`src/rtl/dtu_pkg.sv`:
```
`timescale 1ns / 1ps
`default_nettype none
// ----------------------------------------------------------------------------
// dtu_pkg
// Shared types, codes and constant tables for the duration text parser.
// ----------------------------------------------------------------------------
package dtu_pkg;

	typedef enum logic [1:0] {
		PH_BETWEEN,
		PH_NUMBER,
		PH_SUFFIX
	} phase_t;

	typedef enum logic [2:0] {
		U_US,
		U_MS,
		U_SEC,
		U_MIN,
		U_HR
	} unit_t;

	typedef enum logic [2:0] {
		BS_IDLE,
		BS_MUL,
		BS_DIV,
		BS_TERM,
		BS_SUM,
		BS_EMIT
	} bstate_t;

	localparam int UNIT_W      = $bits(unit_t);
	localparam int QUEUE_DEPTH = 4;
	localparam int MUL_STEPS   = 4;
	localparam int DIV_STEPS   = 32;

	// characters
	localparam logic [7:0] CH_NUL   = 8'h00;
	localparam logic [7:0] CH_0     = 8'h30;
	localparam logic [7:0] CH_9     = 8'h39;
	localparam logic [7:0] CH_DOT   = 8'h2E;
	localparam logic [7:0] CH_LA    = 8'h61;
	localparam logic [7:0] CH_LZ    = 8'h7A;
	localparam logic [7:0] CH_UA    = 8'h41;
	localparam logic [7:0] CH_UZ    = 8'h5A;
	localparam logic [7:0] CH_LOWER = 8'h20;

	// lower-case suffix spellings, last letter in the low byte
	localparam logic [23:0] SFX_H   = 24'h000068;
	localparam logic [23:0] SFX_US  = 24'h007573;
	localparam logic [23:0] SFX_MS  = 24'h006D73;
	localparam logic [23:0] SFX_HR  = 24'h006872;
	localparam logic [23:0] SFX_MIN = 24'h6D696E;

	localparam logic [2:0] SLEN_MAX = 3'd7;

	function automatic int frac_width(int fd);
		return (fd * 10) / 3 + 1;
	endfunction

	function automatic int digit_width(int fd);
		return $clog2(fd + 1);
	endfunction

	// queue entry: fin, has_term, int_ovf, unit, ndig, frac, integer
	function automatic int entry_width(int fd, int tw);
		return 3 + UNIT_W + digit_width(fd) + frac_width(fd) + tw;
	endfunction

	function automatic unit_t unit_of(logic [23:0] s, logic [2:0] n);
		unit_t u;
		u = U_SEC;
		if (n == 3'd1 && s == SFX_H)
			u = U_HR;
		else if (n == 3'd2 && s == SFX_US)
			u = U_US;
		else if (n == 3'd2 && s == SFX_MS)
			u = U_MS;
		else if (n == 3'd2 && s == SFX_HR)
			u = U_HR;
		else if (n == 3'd3 && s == SFX_MIN)
			u = U_MIN;
		return u;
	endfunction

	function automatic logic [31:0] unit_mult(unit_t u);
		logic [31:0] m;
		unique case (u)
			U_US:    m = 32'd1;
			U_MS:    m = 32'd1000;
			U_SEC:   m = 32'd1000000;
			U_MIN:   m = 32'd60000000;
			U_HR:    m = 32'd3600000000;
			default: m = 32'd1000000;
		endcase
		return m;
	endfunction

	function automatic logic [63:0] pow10(logic [3:0] n);
		logic [63:0] p;
		unique case (n)
			4'd0:  p = 64'd1;
			4'd1:  p = 64'd10;
			4'd2:  p = 64'd100;
			4'd3:  p = 64'd1000;
			4'd4:  p = 64'd10000;
			4'd5:  p = 64'd100000;
			4'd6:  p = 64'd1000000;
			4'd7:  p = 64'd10000000;
			4'd8:  p = 64'd100000000;
			4'd9:  p = 64'd1000000000;
			4'd10: p = 64'd10000000000;
			4'd11: p = 64'd100000000000;
			4'd12: p = 64'd1000000000000;
			4'd13: p = 64'd10000000000000;
			4'd14: p = 64'd100000000000000;
			4'd15: p = 64'd1000000000000000;
		endcase
		return p;
	endfunction

endpackage
`default_nettype wire

```
`src/rtl/dtu_in_if.sv`:
```
`timescale 1ns / 1ps
`default_nettype none
// ----------------------------------------------------------------------------
// dtu_in_if
// Byte channel: one character of the duration text per request.
// ----------------------------------------------------------------------------
interface dtu_in_if;
	logic       valid;
	logic       ready;
	logic [7:0] character;
	logic       last;

	modport source (output valid, output character, output last, input ready);
	modport sink   (input valid, input character, input last, output ready);
endinterface
`default_nettype wire

```
`src/rtl/dtu_out_if.sv`:
```
`timescale 1ns / 1ps
`default_nettype none
// ----------------------------------------------------------------------------
// dtu_out_if
// Result channel: summed duration in microseconds and saturation flag.
// ----------------------------------------------------------------------------
interface dtu_out_if;
	logic        valid;
	logic        ready;
	logic [62:0] duration_us;
	logic        saturated;

	modport source (output valid, output duration_us, output saturated, input ready);
	modport sink   (input valid, input duration_us, input saturated, output ready);
endinterface
`default_nettype wire

```
`src/rtl/dtu_front.sv`:
```
`timescale 1ns / 1ps
`default_nettype none
// ----------------------------------------------------------------------------
// dtu_front
// Byte classifier: builds the open term and pushes closed terms to the queue.
// ----------------------------------------------------------------------------
module dtu_front import dtu_pkg::*; #(
	parameter int FRAC_DIGITS = 12,
	parameter int TOTAL_WIDTH = 63
) (
	input  logic                 clk,
	input  logic                 arst_n,
	dtu_in_if.sink               text,
	input  logic                 full,
	output logic                 push,
	output logic [entry_width(FRAC_DIGITS, TOTAL_WIDTH)-1:0] push_data
);

	localparam int FW = frac_width(FRAC_DIGITS);
	localparam int DW = digit_width(FRAC_DIGITS);
	localparam int TW = TOTAL_WIDTH;
	localparam logic [TW-1:0] TMAX = '1;

	typedef struct packed {
		logic            fin;
		logic            has_term;
		logic            int_ovf;
		unit_t           unit;
		logic [DW-1:0]   ndig;
		logic [FW-1:0]   frac;
		logic [TW-1:0]   int_part;
	} qent_t;

	phase_t        phase_q, n_phase, p1;
	logic          dot_q, n_dot, b_dot;
	logic [TW-1:0] int_q, n_int, b_int;
	logic [FW-1:0] frac_q, n_frac, b_frac;
	logic [DW-1:0] ndig_q, n_ndig, b_ndig;
	logic [23:0]   sfx_q, n_sfx, b_sfx;
	logic [2:0]    slen_q, n_slen, b_slen;
	logic          iovf_q, n_iovf, b_iovf;
	logic          pend_q;

	logic [7:0]    c;
	logic          nz, digit, dotc, letter, accept, commit1, start, numstep, sfxstep;
	logic [3:0]    dval;
	logic [TW+3:0] int_wide;
	logic [FW+3:0] frac_wide;
	logic          use_old;
	qent_t         ent;

	assign c      = text.character;
	assign nz     = (c != CH_NUL);
	assign digit  = (c >= CH_0) && (c <= CH_9);
	assign dotc   = (c == CH_DOT);
	assign letter = ((c >= CH_LA) && (c <= CH_LZ)) || ((c >= CH_UA) && (c <= CH_UZ));
	assign dval   = 4'(c - CH_0);

	assign text.ready = !pend_q && !full;
	assign accept     = text.valid && text.ready;

	always_comb begin
		commit1 = nz && (((phase_q == PH_NUMBER) && !(digit || (dotc && !dot_q)) && !letter)
		                 || ((phase_q == PH_SUFFIX) && !letter));
		if (commit1)
			p1 = PH_BETWEEN;
		else if (phase_q == PH_NUMBER && nz && letter)
			p1 = PH_SUFFIX;
		else
			p1 = phase_q;

		b_dot  = commit1 ? 1'b0 : dot_q;
		b_int  = commit1 ? '0 : int_q;
		b_frac = commit1 ? '0 : frac_q;
		b_ndig = commit1 ? '0 : ndig_q;
		b_sfx  = commit1 ? '0 : sfx_q;
		b_slen = commit1 ? '0 : slen_q;
		b_iovf = commit1 ? 1'b0 : iovf_q;

		start   = nz && (p1 == PH_BETWEEN) && (digit || dotc);
		numstep = nz && ((p1 == PH_NUMBER) || start);
		sfxstep = nz && (p1 == PH_SUFFIX);
		n_phase = start ? PH_NUMBER : p1;

		int_wide  = ({4'b0, b_int} << 3) + ({4'b0, b_int} << 1) + (TW+4)'(dval);
		frac_wide = ({4'b0, b_frac} << 3) + ({4'b0, b_frac} << 1) + (FW+4)'(dval);

		n_dot  = b_dot | (numstep && dotc);
		n_int  = b_int;
		n_frac = b_frac;
		n_ndig = b_ndig;
		n_iovf = b_iovf;
		if (numstep && !dotc) begin
			if (b_dot) begin
				if (b_ndig < DW'(FRAC_DIGITS)) begin
					n_frac = frac_wide[FW-1:0];
					n_ndig = b_ndig + 1'b1;
				end
			end else if (int_wide[TW+3:TW] != '0) begin
				n_int  = TMAX;
				n_iovf = 1'b1;
			end else begin
				n_int = int_wide[TW-1:0];
			end
		end

		n_sfx  = sfxstep ? {b_sfx[15:0], c | CH_LOWER} : b_sfx;
		n_slen = (sfxstep && b_slen != SLEN_MAX) ? b_slen + 3'd1 : b_slen;
	end

	// a closed term comes from the registers; the end of text takes the updated term
	always_comb begin
		use_old = pend_q || commit1;
		ent.fin      = pend_q || text.last && !(commit1 && n_phase != PH_BETWEEN);
		ent.has_term = use_old || (n_phase != PH_BETWEEN);
		ent.int_ovf  = use_old ? iovf_q : n_iovf;
		ent.unit     = use_old ? unit_of(sfx_q, slen_q) : unit_of(n_sfx, n_slen);
		ent.ndig     = use_old ? ndig_q : n_ndig;
		ent.frac     = use_old ? frac_q : n_frac;
		ent.int_part = use_old ? int_q : n_int;
		push      = pend_q ? !full : (accept && (commit1 || text.last));
		push_data = ent;
	end

	always_ff @(posedge clk or negedge arst_n) begin
		if (!arst_n) begin
			phase_q <= PH_BETWEEN;
			dot_q   <= 1'b0;
			int_q   <= '0;
			frac_q  <= '0;
			ndig_q  <= '0;
			sfx_q   <= '0;
			slen_q  <= '0;
			iovf_q  <= 1'b0;
			pend_q  <= 1'b0;
		end else if ((pend_q && !full) || (accept && text.last
		             && !(commit1 && n_phase != PH_BETWEEN))) begin
			phase_q <= PH_BETWEEN;
			dot_q   <= 1'b0;
			int_q   <= '0;
			frac_q  <= '0;
			ndig_q  <= '0;
			sfx_q   <= '0;
			slen_q  <= '0;
			iovf_q  <= 1'b0;
			pend_q  <= 1'b0;
		end else if (accept) begin
			phase_q <= n_phase;
			dot_q   <= n_dot;
			int_q   <= n_int;
			frac_q  <= n_frac;
			ndig_q  <= n_ndig;
			sfx_q   <= n_sfx;
			slen_q  <= n_slen;
			iovf_q  <= n_iovf;
			// last byte closed one term and opened another: second push held pending
			pend_q  <= text.last;
		end
	end

endmodule
`default_nettype wire

```
`src/rtl/dtu_queue.sv`:
```
`timescale 1ns / 1ps
`default_nettype none
// ----------------------------------------------------------------------------
// dtu_queue
// Small register FIFO between the byte classifier and the term arithmetic.
// ----------------------------------------------------------------------------
module dtu_queue import dtu_pkg::*; #(
	parameter int WIDTH = 8,
	parameter int DEPTH = 4
) (
	input  logic             clk,
	input  logic             arst_n,
	input  logic             push,
	input  logic [WIDTH-1:0] push_data,
	input  logic             pop,
	output logic [WIDTH-1:0] head,
	output logic             full,
	output logic             empty
);

	localparam int PW = $clog2(DEPTH);

	logic [WIDTH-1:0] slot_q [DEPTH];
	logic [PW-1:0]    wr_q, rd_q;
	logic [PW:0]      cnt_q;

	assign full  = (cnt_q == (PW+1)'(DEPTH));
	assign empty = (cnt_q == '0);
	assign head  = slot_q[rd_q];

	always_ff @(posedge clk) begin
		if (push && !full)
			slot_q[wr_q] <= push_data;
	end

	always_ff @(posedge clk or negedge arst_n) begin
		if (!arst_n) begin
			wr_q  <= '0;
			rd_q  <= '0;
			cnt_q <= '0;
		end else begin
			if (push && !full)
				wr_q <= (wr_q == PW'(DEPTH - 1)) ? '0 : wr_q + 1'b1;
			if (pop && !empty)
				rd_q <= (rd_q == PW'(DEPTH - 1)) ? '0 : rd_q + 1'b1;
			cnt_q <= cnt_q + (PW+1)'(push && !full) - (PW+1)'(pop && !empty);
		end
	end

endmodule
`default_nettype wire

```
`src/rtl/dtu_back.sv`:
```
`timescale 1ns / 1ps
`default_nettype none
// ----------------------------------------------------------------------------
// dtu_back
// Term arithmetic: value times unit in fixed point, saturating running sum.
// ----------------------------------------------------------------------------
module dtu_back import dtu_pkg::*; #(
	parameter int FRAC_DIGITS = 12,
	parameter int TOTAL_WIDTH = 63
) (
	input  logic                 clk,
	input  logic                 arst_n,
	input  logic [entry_width(FRAC_DIGITS, TOTAL_WIDTH)-1:0] head,
	input  logic                 empty,
	output logic                 pop,
	dtu_out_if.source            result
);

	localparam int FW = frac_width(FRAC_DIGITS);
	localparam int DW = digit_width(FRAC_DIGITS);
	localparam int TW = TOTAL_WIDTH;
	localparam logic [TW-1:0] TMAX = '1;

	typedef struct packed {
		logic            fin;
		logic            has_term;
		logic            int_ovf;
		unit_t           unit;
		logic [DW-1:0]   ndig;
		logic [FW-1:0]   frac;
		logic [TW-1:0]   int_part;
	} qent_t;

	bstate_t       state_q, state_d;
	qent_t         hd, ent_q;
	logic [4:0]    cnt_q;
	logic [63:0]   prod_q;
	logic [95:0]   ip_q, fp_q, fp_acc;
	logic [63:0]   r_q;
	logic [31:0]   sh_q;
	logic [TW-1:0] term_q, total_q, out_total_q;
	logic          ovf_q, out_sat_q, out_vld_q;
	logic          out_free, load_out;

	logic [63:0]   int64, frac64, dvsr;
	logic [31:0]   mul_a, mult;
	logic [64:0]   r1, r1_sub;
	logic          ge;
	logic [96:0]   term_full;
	logic [TW:0]   sum;

	assign hd       = head;
	assign out_free = !out_vld_q || result.ready;

	assign result.valid       = out_vld_q;
	assign result.duration_us = 63'(out_total_q);
	assign result.saturated   = out_sat_q;

	always_comb begin
		state_d = state_q;
		unique case (state_q)
			BS_IDLE: if (!empty) state_d = hd.has_term ? BS_MUL : BS_EMIT;
			BS_MUL:  if (cnt_q == 5'(MUL_STEPS)) state_d = BS_DIV;
			BS_DIV:  if (cnt_q == 5'(DIV_STEPS - 1)) state_d = BS_TERM;
			BS_TERM: state_d = BS_SUM;
			BS_SUM:  state_d = ent_q.fin ? BS_EMIT : BS_IDLE;
			BS_EMIT: if (out_free) state_d = BS_IDLE;
			default: state_d = BS_IDLE;
		endcase
	end

	always_comb begin
		pop      = (state_q == BS_IDLE) && !empty;
		load_out = (state_q == BS_EMIT) && out_free;
	end

	// one 32x32 multiplier shared over the four halves of integer and fraction
	always_comb begin
		int64  = 64'(ent_q.int_part);
		frac64 = 64'(ent_q.frac);
		mult   = unit_mult(ent_q.unit);
		case (cnt_q[1:0])
			2'd0:    mul_a = int64[31:0];
			2'd1:    mul_a = int64[63:32];
			2'd2:    mul_a = frac64[31:0];
			default: mul_a = frac64[63:32];
		endcase
		fp_acc = fp_q + {prod_q, 32'b0};

		// restoring division of frac*mult by 10^ndig, one quotient bit a step
		dvsr   = pow10(4'(ent_q.ndig));
		r1     = {r_q, sh_q[31]};
		ge     = (r1 >= {1'b0, dvsr});
		r1_sub = r1 - {1'b0, dvsr};

		term_full = {1'b0, ip_q} + 97'(sh_q);
		sum       = {1'b0, total_q} + {1'b0, term_q};
	end

	always_ff @(posedge clk or negedge arst_n) begin
		if (!arst_n) begin
			state_q   <= BS_IDLE;
			cnt_q     <= '0;
			total_q   <= '0;
			ovf_q     <= 1'b0;
			out_vld_q <= 1'b0;
		end else begin
			state_q <= state_d;
			if (load_out)
				out_vld_q <= 1'b1;
			else if (result.ready)
				out_vld_q <= 1'b0;
			unique case (state_q)
				BS_IDLE: begin
					cnt_q <= '0;
					if (pop)
						ovf_q <= ovf_q | hd.int_ovf;
				end
				BS_MUL:  cnt_q <= (cnt_q == 5'(MUL_STEPS)) ? '0 : cnt_q + 5'd1;
				BS_DIV:  cnt_q <= cnt_q + 5'd1;
				BS_TERM: if (term_full[96:TW] != '0) ovf_q <= 1'b1;
				BS_SUM: begin
					if (sum[TW]) begin
						total_q <= TMAX;
						ovf_q   <= 1'b1;
					end else begin
						total_q <= sum[TW-1:0];
					end
				end
				BS_EMIT: begin
					if (load_out) begin
						total_q <= '0;
						ovf_q   <= 1'b0;
					end
				end
				default: cnt_q <= '0;
			endcase
		end
	end

	always_ff @(posedge clk) begin
		if (pop)
			ent_q <= hd;
		if (load_out) begin
			out_total_q <= total_q;
			out_sat_q   <= ovf_q;
		end
		case (state_q)
			BS_MUL: begin
				prod_q <= {32'b0, mul_a} * {32'b0, mult};
				case (cnt_q)
					5'd1: ip_q <= {32'b0, prod_q};
					5'd2: ip_q <= ip_q + {prod_q, 32'b0};
					5'd3: fp_q <= {32'b0, prod_q};
					5'd4: begin
						// fraction < 10^ndig, so the quotient fits in 32 bits
						r_q  <= fp_acc[95:32];
						sh_q <= fp_acc[31:0];
					end
					default: ;
				endcase
			end
			BS_DIV: begin
				r_q  <= ge ? r1_sub[63:0] : r1[63:0];
				sh_q <= {sh_q[30:0], ge};
			end
			BS_TERM: term_q <= (term_full[96:TW] != '0) ? TMAX : term_full[TW-1:0];
			default: ;
		endcase
	end

endmodule
`default_nettype wire

```
`src/rtl/duration_text_to_microseconds.sv`:
```
`timescale 1ns / 1ps
`default_nettype none
// ----------------------------------------------------------------------------
// duration_text_to_microseconds
// Parses a duration text such as "1h 30min 2.5s" byte by byte and returns the
// saturating total in microseconds after the last byte is taken.
//
//   channel   dir   payload                  request
//   text      in    character, last          one byte of the text
//   result    out   duration_us, saturated   one per text, after the last byte
//
// Bytes are taken one per cycle while the term queue has room. The back end
// takes one term at a time: pop, 5 multiply steps on one 32x32 multiplier,
// 32 restoring divide steps, term, sum, and an emit after the last term. A
// last byte that closes a term and opens another holds text until the second
// is pushed. Reset clears control and sum flops; there is no clearing pass.
// A stalled result register stalls the back end, then the queue, then text.
// ----------------------------------------------------------------------------
module duration_text_to_microseconds import dtu_pkg::*; #(
	parameter int FRAC_DIGITS = 12,
	parameter int TOTAL_WIDTH = 63
) (
	input  logic       clk,
	input  logic       arst_n,
	dtu_in_if.sink     text,
	dtu_out_if.source  result
);

	localparam int QW = entry_width(FRAC_DIGITS, TOTAL_WIDTH);

	logic          push, pop, full, empty;
	logic [QW-1:0] push_data, head;

	dtu_front #(
		.FRAC_DIGITS (FRAC_DIGITS),
		.TOTAL_WIDTH (TOTAL_WIDTH)
	) u_front (
		.clk       (clk),
		.arst_n    (arst_n),
		.text      (text),
		.full      (full),
		.push      (push),
		.push_data (push_data)
	);

	dtu_queue #(
		.WIDTH (QW),
		.DEPTH (QUEUE_DEPTH)
	) u_queue (
		.clk       (clk),
		.arst_n    (arst_n),
		.push      (push),
		.push_data (push_data),
		.pop       (pop),
		.head      (head),
		.full      (full),
		.empty     (empty)
	);

	dtu_back #(
		.FRAC_DIGITS (FRAC_DIGITS),
		.TOTAL_WIDTH (TOTAL_WIDTH)
	) u_back (
		.clk    (clk),
		.arst_n (arst_n),
		.head   (head),
		.empty  (empty),
		.pop    (pop),
		.result (result)
	);

endmodule
`default_nettype wire
```
`src/flat_wrapper.sv`:
```
// flat-port wrapper written by rule: the top's interface ports become plain ports
module duration_text_to_microseconds_flat import dtu_pkg::*;
#(
	parameter int FRAC_DIGITS = 12,
	parameter int TOTAL_WIDTH = 63
)
  (clk, arst_n, text_valid, text_character, text_last, text_ready, result_valid, result_duration_us, result_saturated, result_ready);
  dtu_in_if text_i ();
  dtu_out_if result_i ();
  input  logic clk;
  input  logic arst_n;
  input wire logic [$bits(text_i.valid)-1:0] text_valid;
  input wire logic [$bits(text_i.character)-1:0] text_character;
  input wire logic [$bits(text_i.last)-1:0] text_last;
  output wire logic [$bits(text_i.ready)-1:0] text_ready;
  output wire logic [$bits(result_i.valid)-1:0] result_valid;
  output wire logic [$bits(result_i.duration_us)-1:0] result_duration_us;
  output wire logic [$bits(result_i.saturated)-1:0] result_saturated;
  input wire logic [$bits(result_i.ready)-1:0] result_ready;
  assign text_i.valid = text_valid;
  assign text_i.character = text_character;
  assign text_i.last = text_last;
  assign text_ready = text_i.ready;
  assign result_valid = result_i.valid;
  assign result_duration_us = result_i.duration_us;
  assign result_saturated = result_i.saturated;
  assign result_i.ready = result_ready;
  duration_text_to_microseconds #(.FRAC_DIGITS(FRAC_DIGITS), .TOTAL_WIDTH(TOTAL_WIDTH)) u_core (.clk(clk), .arst_n(arst_n), .text(text_i), .result(result_i));
endmodule
```
`config.mk`:
```
export PLATFORM = sky130hd
export DESIGN_NAME = duration_text_to_microseconds_flat
export DESIGN_NICKNAME = d
export VERILOG_FILES = /design/src/rtl/dtu_pkg.sv /design/src/rtl/dtu_in_if.sv /design/src/rtl/dtu_out_if.sv /design/src/rtl/dtu_front.sv /design/src/rtl/dtu_queue.sv /design/src/rtl/dtu_back.sv /design/src/rtl/duration_text_to_microseconds.sv /design/src/flat_wrapper.sv
export SDC_FILE = /design/constraint.sdc
export NUM_CORES = 2
export LEC_CHECK = 0
export BUFFER_PORTS_ARGS = -buffer_cell sky130_fd_sc_hd__clkbuf_2
export CAP_MARGIN = 10
export CORE_MARGIN = 4
export CORE_UTILIZATION = 51
export CTS_CLUSTER_SIZE = 12
export DETAILED_ROUTE_END_ITERATION = 10
export PLACE_DENSITY = 0.67
export SYNTH_ARGS = -nofsm -noshare
export SYNTH_HDL_FRONTEND = slang
export SYNTH_SLANG_ARGS = --single-unit
```
`constraint.sdc`:
```
create_clock -name clk -period 42.3 [get_ports clk]
set_input_delay 4.23 -clock clk [delete_from_list [all_inputs] [get_ports clk]]
set_output_delay 4.23 -clock clk [all_outputs]
set_load 0.03 [all_outputs]
```
==> impl_metrics.tcl <==
set metrics [dict create \
    drt_first_pass_iters 8 \
    finalWirelength_mm 284 \
    syn_area_sq_mm 0.0973 \
    fin_crit_ns 11.41 \
    io_pins 79 \
    cp-end-kind "flop" \
    clk_latency_ns 0.81 \
    async_flop_share_pct 17.2 \
    htree_levels 4 \
    postSynthNetCount 10800 \
    dpl.hpwl_mm 220 \
    drv_cap 0 \
    synth_area_leaders "edfxtp_1 31%, fa_1 13%, ha_1 11%" \
    antenna_found_initial 2 \
    yosys_warnings 0 \
    hold_buffers 0 \
    grt_setup_unrepaired "false" \
    drc 0 \
    finalSetupTns_ns 0 \
    r2r_slack_ns 31.21 \
    slew_headroom_pct 19.2 \
    synth_adder_area_share_pct 23.7 \
    synth_top_family_by_area "adder cells" \
    synth_common_cells "1,015 x edfxtp_1, 1,015 x inv_1, 868 x ha_1" \
    r2r_end "u_core.u_back.prod_q[48]" \
    crit_type "in -> reg" \
    grt_pass1_vias 71100 \
    timing.hold.ws_ns 0.489 \
    io_buffers 78 \
    hold_viol 0 \
    drtIter0Drc 6252 \
    synthFlopType "edfxtp_1" \
    clk_pin_slew_worst_paths_ns 0.06 \
    ys_ff_latch 1278 \
    wl_per_cell_microns 23.8 \
    synth_mux_area_share_pct 3.58 \
    die_area_sq_mm 0.198 \
    avgSynthCellArea_sq_um 10.5 \
    rows 160 \
    ys_seq_area_share_pct 37.9 \
    cts_root_buffer "clkbuf_16" \
    initial_core_util_pct 51.2 \
    fmax_mhz 87.6 \
    cts_tree "yes" \
    fillers 16200 \
    post-route-period-util_pct 27.0 \
    worstReg2RegStart "u_core.u_back.cnt_q[0]" \
    worstMarginPinSlew_ns 1.21 \
    synth_xor_area_share_pct 4.14 \
    core_area_sq_mm 0.190 \
    cp.required_ns 42.77 \
    cts_resized 0 \
    arrival_ns 11.89 \
    grt_max_degree 115 \
    viasPerCell 5.97 \
    synth_cells 9290 \
    status "completed" \
    synth_compound_area_share_pct 13.0 \
    drive_gt1_share_pct 7.62 \
    antenna_left 0 \
    fp.dieH_microns 445 \
    yosysTopAreaCell "edfxtp_1" \
    fin_skew_ns 0.0387 \
    clock_sinks 1278 \
    die_x_microns 445 \
    crit_fanout 79 \
    r2r_cells 33 \
    synthDistinctLibCells 95 \
    slew_violations 0 \
    post-cts-setup-buffer-count 0 \
    cts_buffers 144 \
    hp-class "reg -> reg" \
    areaGrowthSynthToFinish_pct 8.25 \
    startpoint_type "input port" \
    grt_pass1_wl_mm 433 \
    endpoint "u_core.u_queue.slot_q[3][23]" \
    overflow 0 \
    gp_congestion 0.973 \
    synth_edf_count 1015 \
    synth-simple-area-share_pct 12.3 \
    fin_nets 10800 \
    synth_top_area_share_pct 31.3 \
    setup_viol_count_final 0 \
    crit_start "text_character[2]" \
    cts.path.max_buffers 3 \
    grtUsageTotal_pct 28.5 \
    via_count 71100 \
]
[cells in the final DEF, fill, tap and decap left out, types with 37 or more instances in the layout]
| cell type | n |
|---|---|
| dfrtp_1 | 218 |
| a31oi_1 | 120 |
| o211ai_1 | 43 |
| a21o_1 | 252 |
| xnor2_1 | 272 |
| clkbuf_2 | 77 |
| xor2_1 | 188 |
| nand2_2 | 63 |
| nand2b_1 | 68 |
| or3_1 | 69 |
| clkbuf_16 | 144 |
| nor3_1 | 165 |
| a22o_1 | 55 |
| nor2_1 | 622 |
| dfxtp_1 | 43 |
| mux2_2 | 37 |
| o21ai_0 | 433 |
| edfxtp_1 | 1015 |
| a21oi_1 | 586 |
| o21a_1 | 59 |
| a211oi_1 | 78 |
| nand4_1 | 86 |
| buf_4 | 118 |
| mux2i_1 | 48 |
| o21bai_1 | 73 |
| nand2_1 | 756 |
| nand3_1 | 185 |
| inv_1 | 1012 |
| and3_1 | 90 |
| clkbuf_1 | 51 |
| fa_1 | 611 |
| ha_1 | 867 |
| and2_1 | 173 |
| nor2b_1 | 49 |
| mux4_2 | 114 |
[sequential cells by signal (all words and copies together) (netlist names), 2 cells and up]
| name | count |
|---|---|
| u_core.u_back.r_q | 64 |
| u_core.u_front.int_q | 63 |
| u_core.u_back.term_q | 63 |
| u_core.u_back.total_q | 63 |
| u_core.u_queue.slot_q | 456 |
| u_core.u_front.frac_q | 41 |
| u_core.u_back.fp_q | 64 |
| u_core.u_queue.rd_q | 2 |
| u_core.u_back.state_q | 3 |
| u_core.u_back.ent_q | 112 |
| u_core.u_back.result.duration_us | 63 |
| u_core.u_queue.wr_q | 2 |
| u_core.u_back.ip_q | 96 |
| u_core.u_back.prod_q | 64 |
| u_core.u_queue.cnt_q | 3 |
| u_core.u_back.sh_q | 32 |
| u_core.u_front.slen_q | 3 |
| u_core.u_front.ndig_q | 4 |
| u_core.u_front.phase_q | 2 |
| u_core.u_front.sfx_q | 24 |
| u_core.u_back.cnt_q | 5 |
| u_core.u_back.dvsr | 43 |
[layout make-up]
cell class	count	area (sq um)	share of cell area, %
multi-input combinational	6645	55500	52.6
sequential	1278	36900	35.0
clock buffer	199	3850	3.65
inverter	1015	3810	3.62
tap	2511	3140	2.98
timing repair buffer	198	1330	1.26
clock inverter	69	911	0.865
antenna	3	7.51	0.00713
[logic make-up after synthesis]
family	count (synthesis)
AO/OA/AOI/OAI	2001
XOR/XNOR	460
adder cells (fa/ha/maj)	1479
buffers and inverters	1367
flip-flops	1278
multiplexers	201
AND/OR/NAND/NOR	2504
[critical path, cell delays in order]
cell	delay [ns]
clkbuf_2	0.24
or4_1	0.60
or4b_1	0.51
o21ai_1	0.18
a21o_2	0.60
buf_4	0.68
and2_1	0.27
ha_1	0.24
ha_1	0.24
fa_1	0.48
a21oi_1	0.24
o21ai_0	0.14
a31o_2	0.33
a21boi_0	0.49
o31ai_1	0.28
a311oi_1	0.39
a31oi_1	0.14
a211oi_1	0.33
o211a_1	0.50
buf_4	0.44
a31oi_1	0.24
[worst min path at each step]
stage / endpoint / cells after the start / start / slack, ns
2_1_floorplan: u_core.u_back.result.saturated / 0 / u_core.u_back.ovf_q / 0.43
3_3_place_gp: u_core.u_front.frac_q[40] / 2 / u_core.u_front.frac_q[40] / 0.47
3_5_place_dp: u_core.u_back.result.duration_us[53] / 0 / u_core.u_back.total_q[53] / 0.47
4_1_cts: u_core.u_front.frac_q[40] / 2 / u_core.u_front.frac_q[40] / 0.49
5_1_grt: u_core.u_back.result.duration_us[9] / 0 / u_core.u_back.total_q[9] / 0.51
6_report: u_core.u_front.frac_q[40] / 2 / u_core.u_front.frac_q[40] / 0.49
[through the flow]
stage | instance area (sq um) | setup WS (ns) | instances | util, %
after CTS | 105000 | 31.07 | 11900 | 55.4
after global routing | 105000 | 30.27 | 11900 | 55.4
final | 105000 | 30.89 | 11900 | 55.5
after floorplan | 97300 | 28.96 | 9290 | -
after global placement | 101000 | 30.09 | 11600 | 52.9
after detailed placement | 101000 | 30.21 | 11600 | 52.9
[routing by layer]
layer / vias to the layer above / GRT usage [%] / wire [microns]
met4: 0 / 12.4 / 14200
met3: 550 / 3.69 / 18000
met5: - / 0 / 0
met1: 35000 / 37.6 / 117000
met2: 2722 / 47.5 / 134000
li1: 32800 / - / -
Power is left out: the tool's default activity adds up to more than one toggle a clock period on the data nets, which glitch-free logic cannot reach.
